### src/rtl/tcw_pkg.sv
package tcw_pkg;

  localparam int COLUMNS = 80;
  localparam int ROWS = 25;
  localparam int NCELLS = COLUMNS * ROWS;
  localparam int ADDR_W = $clog2(NCELLS);

  localparam int OP_W = 2;
  localparam int CHAR_W = 8;
  localparam int ROW_W = 5;
  localparam int COL_W = 7;

  localparam logic [CHAR_W-1:0] BLANK_ATTR = 8'h07;
  localparam int TAB_STEP = 8;

  localparam logic [CHAR_W-1:0] CH_BS = 8'd8;
  localparam logic [CHAR_W-1:0] CH_TAB = 8'd9;
  localparam logic [CHAR_W-1:0] CH_LF = 8'd10;
  localparam logic [CHAR_W-1:0] CH_CR = 8'd13;

  localparam logic [OP_W-1:0] OP_PUT = 2'd0;
  localparam logic [OP_W-1:0] OP_READ = 2'd1;
  localparam logic [OP_W-1:0] OP_SET = 2'd2;
  localparam logic [OP_W-1:0] OP_CLEAR = 2'd3;

  localparam logic [1:0] CUR_HOLD = 2'd0;
  localparam logic [1:0] CUR_PUT = 2'd1;
  localparam logic [1:0] CUR_SET = 2'd2;
  localparam logic [1:0] CUR_HOME = 2'd3;

  localparam logic [2:0] WR_NONE = 3'd0;
  localparam logic [2:0] WR_PUT = 3'd1;
  localparam logic [2:0] WR_COPY = 3'd2;
  localparam logic [2:0] WR_BLANK = 3'd3;
  localparam logic [2:0] WR_ZERO = 3'd4;

  localparam logic [1:0] RD_NONE = 2'd0;
  localparam logic [1:0] RD_CELL = 2'd1;
  localparam logic [1:0] RD_COPY = 2'd2;

  localparam logic [1:0] PTR_HOLD = 2'd0;
  localparam logic [1:0] PTR_CLR = 2'd1;
  localparam logic [1:0] PTR_INC = 2'd2;

  typedef struct packed {
    logic       item_load;
    logic [1:0] cur_cmd;
    logic [2:0] wr_cmd;
    logic [1:0] rd_cmd;
    logic [1:0] ptr_cmd;
    logic       out_load;
  } tcw_cmd_t;

  typedef struct packed {
    logic [OP_W-1:0] op;
    logic            need_scroll;
    logic            copy_end;
    logic            sweep_end;
  } tcw_stat_t;

endpackage

### src/rtl/tcw_ctrl.sv
module tcw_ctrl (
  input  logic                clk,
  input  logic                rst,
  input  logic                in_valid,
  output logic                in_ready,
  output logic                out_valid,
  input  logic                out_ready,
  input  tcw_pkg::tcw_stat_t  stat,
  output tcw_pkg::tcw_cmd_t   cmd
);
  import tcw_pkg::*;

  localparam logic [2:0] ST_INIT = 3'd0;
  localparam logic [2:0] ST_IDLE = 3'd1;
  localparam logic [2:0] ST_EXEC = 3'd2;
  localparam logic [2:0] ST_RDWAIT = 3'd3;
  localparam logic [2:0] ST_SCROLL = 3'd4;
  localparam logic [2:0] ST_BLANK = 3'd5;
  localparam logic [2:0] ST_CLEAR = 3'd6;
  localparam logic [2:0] ST_EMIT = 3'd7;

  logic [2:0] state;
  logic [2:0] state_next;
  logic       out_free;

  assign out_free = !out_valid || out_ready;
  assign in_ready = (state == ST_IDLE);

  always_comb begin
    state_next = state;
    cmd = '{item_load: 1'b0, cur_cmd: CUR_HOLD, wr_cmd: WR_NONE, rd_cmd: RD_NONE,
            ptr_cmd: PTR_HOLD, out_load: 1'b0};
    case (state)
      ST_INIT: begin
        cmd.wr_cmd = WR_ZERO;
        if (stat.sweep_end) begin
          state_next = ST_IDLE;
        end else begin
          cmd.ptr_cmd = PTR_INC;
        end
      end
      ST_IDLE: begin
        if (in_valid) begin
          cmd.item_load = 1'b1;
          state_next = ST_EXEC;
        end
      end
      ST_EXEC: begin
        case (stat.op)
          OP_PUT: begin
            cmd.wr_cmd = WR_PUT;
            cmd.cur_cmd = CUR_PUT;
            if (stat.need_scroll) begin
              cmd.ptr_cmd = PTR_CLR;
              state_next = ST_SCROLL;
            end else if (out_free) begin
              cmd.out_load = 1'b1;
              state_next = ST_IDLE;
            end else begin
              state_next = ST_EMIT;
            end
          end
          OP_READ: begin
            cmd.rd_cmd = RD_CELL;
            state_next = ST_RDWAIT;
          end
          OP_SET: begin
            cmd.cur_cmd = CUR_SET;
            if (out_free) begin
              cmd.out_load = 1'b1;
              state_next = ST_IDLE;
            end else begin
              state_next = ST_EMIT;
            end
          end
          default: begin
            cmd.cur_cmd = CUR_HOME;
            cmd.ptr_cmd = PTR_CLR;
            state_next = ST_CLEAR;
          end
        endcase
      end
      ST_SCROLL: begin
        cmd.wr_cmd = WR_COPY;
        cmd.rd_cmd = RD_COPY;
        if (stat.copy_end) begin
          state_next = ST_BLANK;
        end else begin
          cmd.ptr_cmd = PTR_INC;
        end
      end
      ST_BLANK, ST_CLEAR: begin
        cmd.wr_cmd = (state == ST_BLANK) ? WR_BLANK : WR_ZERO;
        if (!stat.sweep_end) begin
          cmd.ptr_cmd = PTR_INC;
        end else if (out_free) begin
          cmd.out_load = 1'b1;
          state_next = ST_IDLE;
        end else begin
          state_next = ST_EMIT;
        end
      end
      ST_RDWAIT, ST_EMIT: begin
        if (out_free) begin
          cmd.out_load = 1'b1;
          state_next = ST_IDLE;
        end else begin
          state_next = ST_EMIT;
        end
      end
      default: begin
        state_next = ST_IDLE;
      end
    endcase
  end

  always_ff @(posedge clk) begin
    if (rst) begin
      state <= ST_INIT;
      out_valid <= 1'b0;
    end else begin
      state <= state_next;
      if (cmd.out_load) begin
        out_valid <= 1'b1;
      end else if (out_ready) begin
        out_valid <= 1'b0;
      end
    end
  end

endmodule

### config.mk
export PLATFORM = sky130hd
export DESIGN_NAME = tcw_ctrl
export DESIGN_NICKNAME = d
export VERILOG_FILES = /design/src/rtl/tcw_pkg.sv /design/src/rtl/tcw_ctrl.sv
export SDC_FILE = /design/constraint.sdc
export NUM_CORES = 1
export LEC_CHECK = 0
export BUFFER_PORTS_ARGS = -buffer_cell sky130_fd_sc_hd__clkbuf_2
export CORE_AREA = 2 2 39 41
export CTS_BUF_LIST = sky130_fd_sc_hd__clkbuf_4 sky130_fd_sc_hd__clkbuf_8
export DETAILED_ROUTE_END_ITERATION = 8
export DIE_AREA = 0 0 41 43
export GPL_TIMING_DRIVEN = 0
export PLACE_DENSITY = 0.75
export SLEW_MARGIN = 10
export SYNTH_ARGS = -nofsm -noshare
export SYNTH_HDL_FRONTEND = slang
export SYNTH_SLANG_ARGS = --single-unit
### constraint.sdc
create_clock -name clk -period 1.3 [get_ports clk]
set_clock_uncertainty 0.15 [all_clocks]
set_input_delay 0.195 -clock clk [delete_from_list [all_inputs] [get_ports clk]]
set_output_delay 0.195 -clock clk [all_outputs]
set_load 0.02 [all_outputs]
* Word level (Yosys, flattened, before mapping)
Index checks and enable logic that the tools add are counted.
** Storage, ports and cells
- Bits in registers :: 4
- Input port bits :: 9
** Operators by class
- Eq/ne operators :: 13
- Reduce and logical (&&, ||, !) cells :: 10
- Muxes and demuxes :: 29
** Operators by type and width (number)
- $mux 3 :: 7
- $pmux 3 s6 :: 1
- $eq 3x3->1 const B :: 4
- $pmux 2 s3 :: 2
- $pmux 3 s4 :: 1
- $mux 1 :: 10
- $pmux 3 s3 :: 1
- $ne 2x2->1 const B :: 4
- $pmux 2 s2 :: 2
- $eq 3x2->1 const B :: 2
- $mux 2 :: 3
- $reduce_or 2->1 :: 3
- $reduce_and 4->1 :: 1
- $eq 3x1->1 const B :: 1
- $logic_not 3->1 :: 1
- $pmux 1 s3 :: 1
- $reduce_or 3->1 :: 1
- $eq 2x1->1 const B :: 1
- $eq 2x2->1 const B :: 1
- $logic_not 2->1 :: 1
- $pmux 1 s2 :: 1
- $reduce_bool 2->1 :: 1
- $logic_not 1->1 :: 1
- $logic_or 1x1->1 :: 1

* Longest topological paths before layout
Gate-level depths: netlist (run 1).
- Depth after elaboration :: 7
- Gate-level depth with buffers :: 6

* Worst setup path after synthesis (run 1)
OpenSTA, ideal clock, no wires.
- Path kind :: reg2out
- From :: register state[2]
- To :: output cmd[5] in the netlist's numbering
- Data arrival time :: 1306 ps
- Stages on the path, launching flop included :: 6
- Required time :: 955 ps
- Buffers on the path :: 2
- Path slack :: -351 ps
- Cell sequence :: dfxtp_1 > buf_6 > buf_4 > inv_1 > nor2_1 > a22o_1
** RTL lines
- start: declaration :: line tcw_ctrl.sv:22 : logic [2:0] state;
- start signal: assignment :: line tcw_ctrl.sv:122 : state <= state_next;
- end: declaration :: line tcw_ctrl.sv:9 : output tcw_pkg::tcw_cmd_t cmd

==> flow_metrics.py, run 1 <==
metrics = {
    "logic_synthesis": {
        "synth-edff-count": 0,
        "syn_avg_cell_area_um2": 7.54,
        "synth_ff_type": "dfxtp_1",
        "synth_area_um2": 581,
        "synth_nets": 91,
        "ys_seq_area_frac": 0.138,
        "syn_inst": 77,
        "yosysWarnings": 0,
        "async_reset_ff_frac": 0,
        "ys_seq_elements": 4,
        "ys_types": 33,
    },
    "clock_network": {
        "clock_path_buffers": 2,
        "cts_htree_levels": 1,
        "cts_sinks": 4,
        "cts_buffers": 3,
        "clock_latency_ns": 0.24,
        "cts-root-buf": "clkbuf_4",
        "hold_buffers": 0,
        "cts_tree": "done",
        "clkTransAtPathRegs_ns": 0.04,
    },
    "min_path": {
        "worstHoldPathCells": 2,
        "holdCritStartpoint": "rst",
        "hp-class": "in -> reg",
        "holdPathEnd": "out_valid",
    },
    "timing": {
        "tns_ns": -4.51,
        "slew_violations": 0,
        "hold_viol_final": 0,
        "rsz0062_at_grt": "true",
        "finalWorstSetupSlack_ns": -0.433,
        "fmax_ghz": 0.577,
        "worst_pin_slew_ns": 0.334,
        "setup_viol": 16,
        "slew_headroom": 0.775,
        "finalCriticalPeriod_ns": 1.73,
        "fin_crit_sh": 1.33,
    },
    "route": {
        "ant_nets": 0,
        "avgRoutedWirePerCell_um": 17.8,
        "routed_via_density": 5.78,
        "vias": 769,
        "dr.first_iter.drc_count": 20,
        "wl_um": 2370,
        "drt_pass1_iterations": 4,
        "drcViolationCount": 0,
    },
    "critical_path": {
        "r2r_end": "state[1]",
        "r2r_cells": 6,
        "critPathArrivalTime_ns": 1.39,
        "end_kind": "primary output",
        "required_ns": 0.95,
        "reg2reg_slack_ns": -0.22,
        "cp_max_fo": 6,
        "startpoint_type": "flip-flop",
        "r2r_start": "state[0]",
        "criticalPathCategory": "reg -> out",
    },
    "run": {
        "maxCapViolations": 0,
    },
    "global_route": {
        "gr-usage-met3": 0.0314,
        "globalRouteOverflowTotal": 0,
        "track_usage": 0.261,
        "grt_pass1_vias": 755,
        "grt_pass1_wl_um": 3220,
        "top_usage_layer": "met2",
        "met1_usage": 0.333,
        "met2_usage": 0.428,
        "grt_max_degree": 11,
        "antenna_found_initial": 0,
    },
    "finish": {
        "multi_input_area_um2": 611,
        "num-fill-cells": 81,
        "antennaDiodeCount": 0,
        "finalNonFillerCells": 133,
        "drive_gt1_frac": 0.675,
        "syn2layout_area_growth_pct": 104,
        "nNetsFinal": 132,
        "regArea_um2": 91.3,
    },
    "power": {
        "power_density_nw_per_um2": 1250,
        "max-vdd-ir-drop_mv": 0.939,
        "power_leakage_nw": 0.502,
    },
    "run_status": {
        "run_status": "finished, violations left",
        "violations": "negative setup slack",
    },
    "floorplan": {
        "die_y_um": 43,
        "die_x_um": 41,
        "row_count": 14,
        "initial_core_util": 0.420,
        "io_pins": 22,
        "core_area_um2": 1380,
        "dieArea_um2": 1760,
    },
    "place": {
        "place.gp.congestion": 0.787,
        "io_buffers": 21,
        "dp_cells": 114,
        "hpwl_um": 1200,
    },
}
cells in the mapped netlist (all sizes together) (2+ instances only):
cell | count | area share
nor2 | 7 | 0.045
ha | 5 | 0.11
dfxtp | 4 | 0.14
a311oi | 2 | 0.041
nor3 | 6 | 0.060
nor2b | 3 | 0.032
nand2 | 4 | 0.030
nand2b | 3 | 0.032
and2 | 2 | 0.022
o21ai | 6 | 0.052
o21a | 3 | 0.039
buf | 5 | 0.073
inv | 6 | 0.039
a22o | 2 | 0.030
a21oi | 6 | 0.052
a211oi | 2 | 0.034
o22ai | 2 | 0.022
kinds of logic (layout without fill, tap and decap cells):
kind of cell	after synthesis	in the layout	synth area share
buf+inv	11	51	0.112
simple gates	29	29	0.280
flops	4	4	0.138
fa+ha+maj	5	5	0.108
mux	2	2	0.0366
compound gates	26	26	0.325
worst max-delay path by stage:
stage	from	endpoint	slack [ns]
after CTS	state[0]	cmd[2]	-0.39
after detailed placement	stat[3]	cmd[0]	-0.38
final	state[0]	cmd[2]	-0.43
after global placement	stat[3]	cmd[0]	-0.36
after floorplan	state[1]	cmd[0]	-0.11
after global routing	state[0]	cmd[2]	-0.49
where the power goes:
group          leakage (nW)  switching (mW)  internal [mW]  total (mW)
sequential           0.0348          0.0696          0.155       0.225
clock                0.0184          0.0610          0.137       0.198
combinational         0.449           0.495          0.563        1.06
layout by cell type, fill, tap and decap left out, types with 2 or more instances in the layout:
cell type  instances
a21oi_1            3
a21oi_2            2
a311oi_2           2
buf_12             2
buf_4             12
buf_6             10
buf_8              4
clkbuf_2           9
clkbuf_4           4
clkbuf_8           4
dfxtp_4            3
ha_1               3
ha_2               2
inv_1              5
nand2_1            2
nand2b_1           3
nor2_1             3
nor2_4             3
nor2b_1            2
nor3_2             2
nor3_4             4
o21a_1             3
o21ai_0            2
o21ai_1            2
worst max-delay path, cell delays in order, from the launching register on:
cell	delay [ns]
dfxtp_4	0.41
mux2_4	0.34
o21ai_2	0.11
a22o_1	0.15
clkbuf_8	0.14
timing repair:
action                     CTS  global route
gates resized for setup     28            41
setup buffers               12             5
pin swaps                    8            10
setup endpoints to repair   15            16
cell type report:
class,count,area share
plain buffers,3,0.0392
clock buffers,4,0.0254
inverters,6,0.0233
multi-input cells,62,0.516
flip-flops and latches,4,0.0772
well taps,16,0.0169
repair buffers,38,0.302
state kept, by name, summed over array words and instances (netlist names):
register	flops
state	3
out_valid	1
routing by layer:
metal  vias up  share of wire
met5         -              0
met4         0          0.018
li1        361              -
met1       372           0.41
met2        30           0.53
met3         6          0.046
through the flow:
stage               setup WS, ns  hold slack (ns)  cell area [um2]   util  power, mW
global route              -0.491           0.0533             1180  0.854       1.54
floorplan                 -0.111            0.108              674      -      0.689
finish                    -0.433           0.0431             1180  0.854       1.48
global placement          -0.364            0.285              800  0.578      0.819
detailed placement        -0.381            0.284              800  0.578      0.831
CTS                       -0.393           0.0303             1040  0.750       1.27
Power figures use the tool's default switching activity.
==> run 2, diff against run 1 <==
--- a/config.mk
+++ b/config.mk
@@ -11,7 +11,7 @@
 export DETAILED_ROUTE_END_ITERATION = 8
 export DIE_AREA = 0 0 41 43
 export GPL_TIMING_DRIVEN = 0
-export PLACE_DENSITY = 0.75
+export PLACE_DENSITY = 0.82
 export SLEW_MARGIN = 10
 export SYNTH_ARGS = -nofsm -noshare
 export SYNTH_HDL_FRONTEND = slang
==> flow_metrics.py, run 2 (same netlist as run 1, synthesis figures left out) <==
metrics = {
    "global_route": {
        "grt_pass1_wl_um": 3220,
        "grt_max_degree": 8,
        "track_usage": 0.269,
        "globalRouteOverflowTotal": 0,
        "antenna_found_initial": 0,
        "grt_pass1_vias": 708,
    },
    "finish": {
        "largest_register": "state",
        "nNetsFinal": 132,
        "drive_gt1_frac": 0.684,
        "final_cell_mix": "11 x buf_6, 9 x clkbuf_2, 7 x buf_4",
        "num-fill-cells": 67,
        "antennaDiodeCount": 0,
        "top_regs": "state (3), out_valid (1)",
        "syn2layout_area_growth_pct": 108,
        "layout_commonest_cell": "buf_6",
        "largest_reg_flops": 3,
    },
    "clock_network": {
        "cts_htree_levels": 1,
        "cts_buffers": 3,
        "clock_path_buffers": 2,
        "cts_sinks": 4,
        "cts_tree": "done",
        "clock_latency_ns": 0.26,
        "cts-root-buf": "clkbuf_4",
        "clkTransAtPathRegs_ns": 0.06,
    },
    "route": {
        "routed_via_density": 5.91,
        "vias": 786,
        "drt_pass1_iterations": 6,
        "ant_nets": 0,
        "drcViolationCount": 0,
        "avgRoutedWirePerCell_um": 19.7,
        "dr.first_iter.drc_count": 31,
        "wl_um": 2610,
    },
    "critical_path": {
        "crit_path_end": "cmd[2]",
        "end_kind": "primary output",
        "reg2reg_slack_ns": -0.25,
        "startpoint_type": "flip-flop",
        "required_ns": 0.95,
        "r2r_end": "state[0]",
        "critPathArrivalTime_ns": 1.44,
        "r2r_cells": 6,
        "cp_max_fo": 7,
        "criticalPathCategory": "reg -> out",
        "r2r_start": "state[2]",
        "startpoint": "state[0]",
    },
    "timing": {
        "tns_ns": -4.57,
        "fmax_ghz": 0.559,
        "whs_ns": 0.0371,
        "worst_pin_slew_ns": 0.312,
        "hold_viol_final": 0,
        "setup_viol": 16,
        "finalWorstSetupSlack_ns": -0.490,
        "slew_headroom": 0.792,
        "rsz0062_at_grt": "true",
        "fin_crit_sh": 1.38,
        "finalCriticalPeriod_ns": 1.79,
        "slew_violations": 0,
    },
    "min_path": {
        "holdCritStartpoint": "rst",
        "hp-class": "in -> reg",
    },
    "power": {
        "clkPwrFrac": 0.137,
        "power_leakage_nw": 0.512,
        "power_frac_comb": 0.722,
        "max-vdd-ir-drop_mv": 0.684,
        "p_int_mw": 0.887,
        "swShare": 0.425,
        "power_density_nw_per_um2": 1280,
        "seqPwrFrac": 0.141,
        "p_switching_mw": 0.656,
    },
    "place": {
        "hpwl_um": 1170,
        "place.gp.congestion": 0.755,
        "io_buffers": 21,
    },
    "run_status": {
        "violations": "negative setup slack",
        "run_status": "finished, violations left",
    },
    "floorplan": {
        "die_x_um": 41,
        "initial_core_util": 0.420,
        "core_area_um2": 1380,
        "row_count": 14,
        "dieArea_um2": 1760,
        "die_y_um": 43,
        "io_pins": 22,
    },
    "run": {
        "maxCapViolations": 0,
    },
}
## run 2: cell type report
class | count | area [um2] | share of cell area
multi-input combinational | 62 | 596 | 0.494
timing repair buffer | 38 | 389 | 0.323
sequential | 4 | 91.3 | 0.0757
buffer | 3 | 50.0 | 0.0415
clock buffer | 4 | 30.0 | 0.0249
inverter | 6 | 30.0 | 0.0249
tap | 16 | 20.0 | 0.0166
## run 2: per-layer routing
layer	up-vias	wire [um]	share of wire	track usage
met4	0	76	0.029	0.0867
li1	356	-	-	-
met5	-	0	0	0
met3	11	129	0.049	0.0681
met2	30	1410	0.54	0.463
met1	389	1000	0.38	0.301
## run 2: worst min-delay path by stage
| stage | slack, ns | cells after the start | to |
|---|---|---|---|
| after global routing | 0.04 | 2 | out_valid |
| after global placement | 0.28 | 2 | state[1] |
| final | 0.04 | 2 | out_valid |
| after floorplan | 0.11 | 1 | state[0] |
| after detailed placement | 0.28 | 2 | state[1] |
| after CTS | 0.04 | 2 | out_valid |
## run 2: worst max-delay path: stages, from the launching register on
cell	delay, ns
dfxtp_4	0.42
mux2_4	0.33
o21ai_2	0.12
a22o_1	0.16
clkbuf_8	0.15
## run 2: what timing repair did
action,CTS,global route
pin swaps,10,7
cloned,0,0
gates resized for setup,50,21
hold buffers,0,0
setup buffers,14,3
setup endpoints to repair,16,16
## run 2: power groups by stage
stage | registers [mW] | logic [mW] | clock network, mW
finish | 0.218 | 1.11 | 0.211
global route | 0.221 | 1.17 | 0.220
global placement | 0.176 | 0.643 | 0
CTS | 0.194 | 0.957 | 0.201
floorplan | 0.176 | 0.514 | 0
detailed placement | 0.178 | 0.654 | 0
## run 2: stage by stage
| step | std cells | instance area, um2 | power (mW) | setup WS (ns) | util |
|---|---|---|---|---|---|
| floorplan | 77 | 674 | 0.689 | -0.111 | - |
| global placement | 114 | 800 | 0.819 | -0.363 | 0.578 |
| detailed placement | 114 | 800 | 0.832 | -0.383 | 0.578 |
| CTS | 131 | 1110 | 1.35 | -0.437 | 0.804 |
| global route | 133 | 1210 | 1.61 | -0.510 | 0.872 |
| finish | 133 | 1210 | 1.54 | -0.490 | 0.872 |
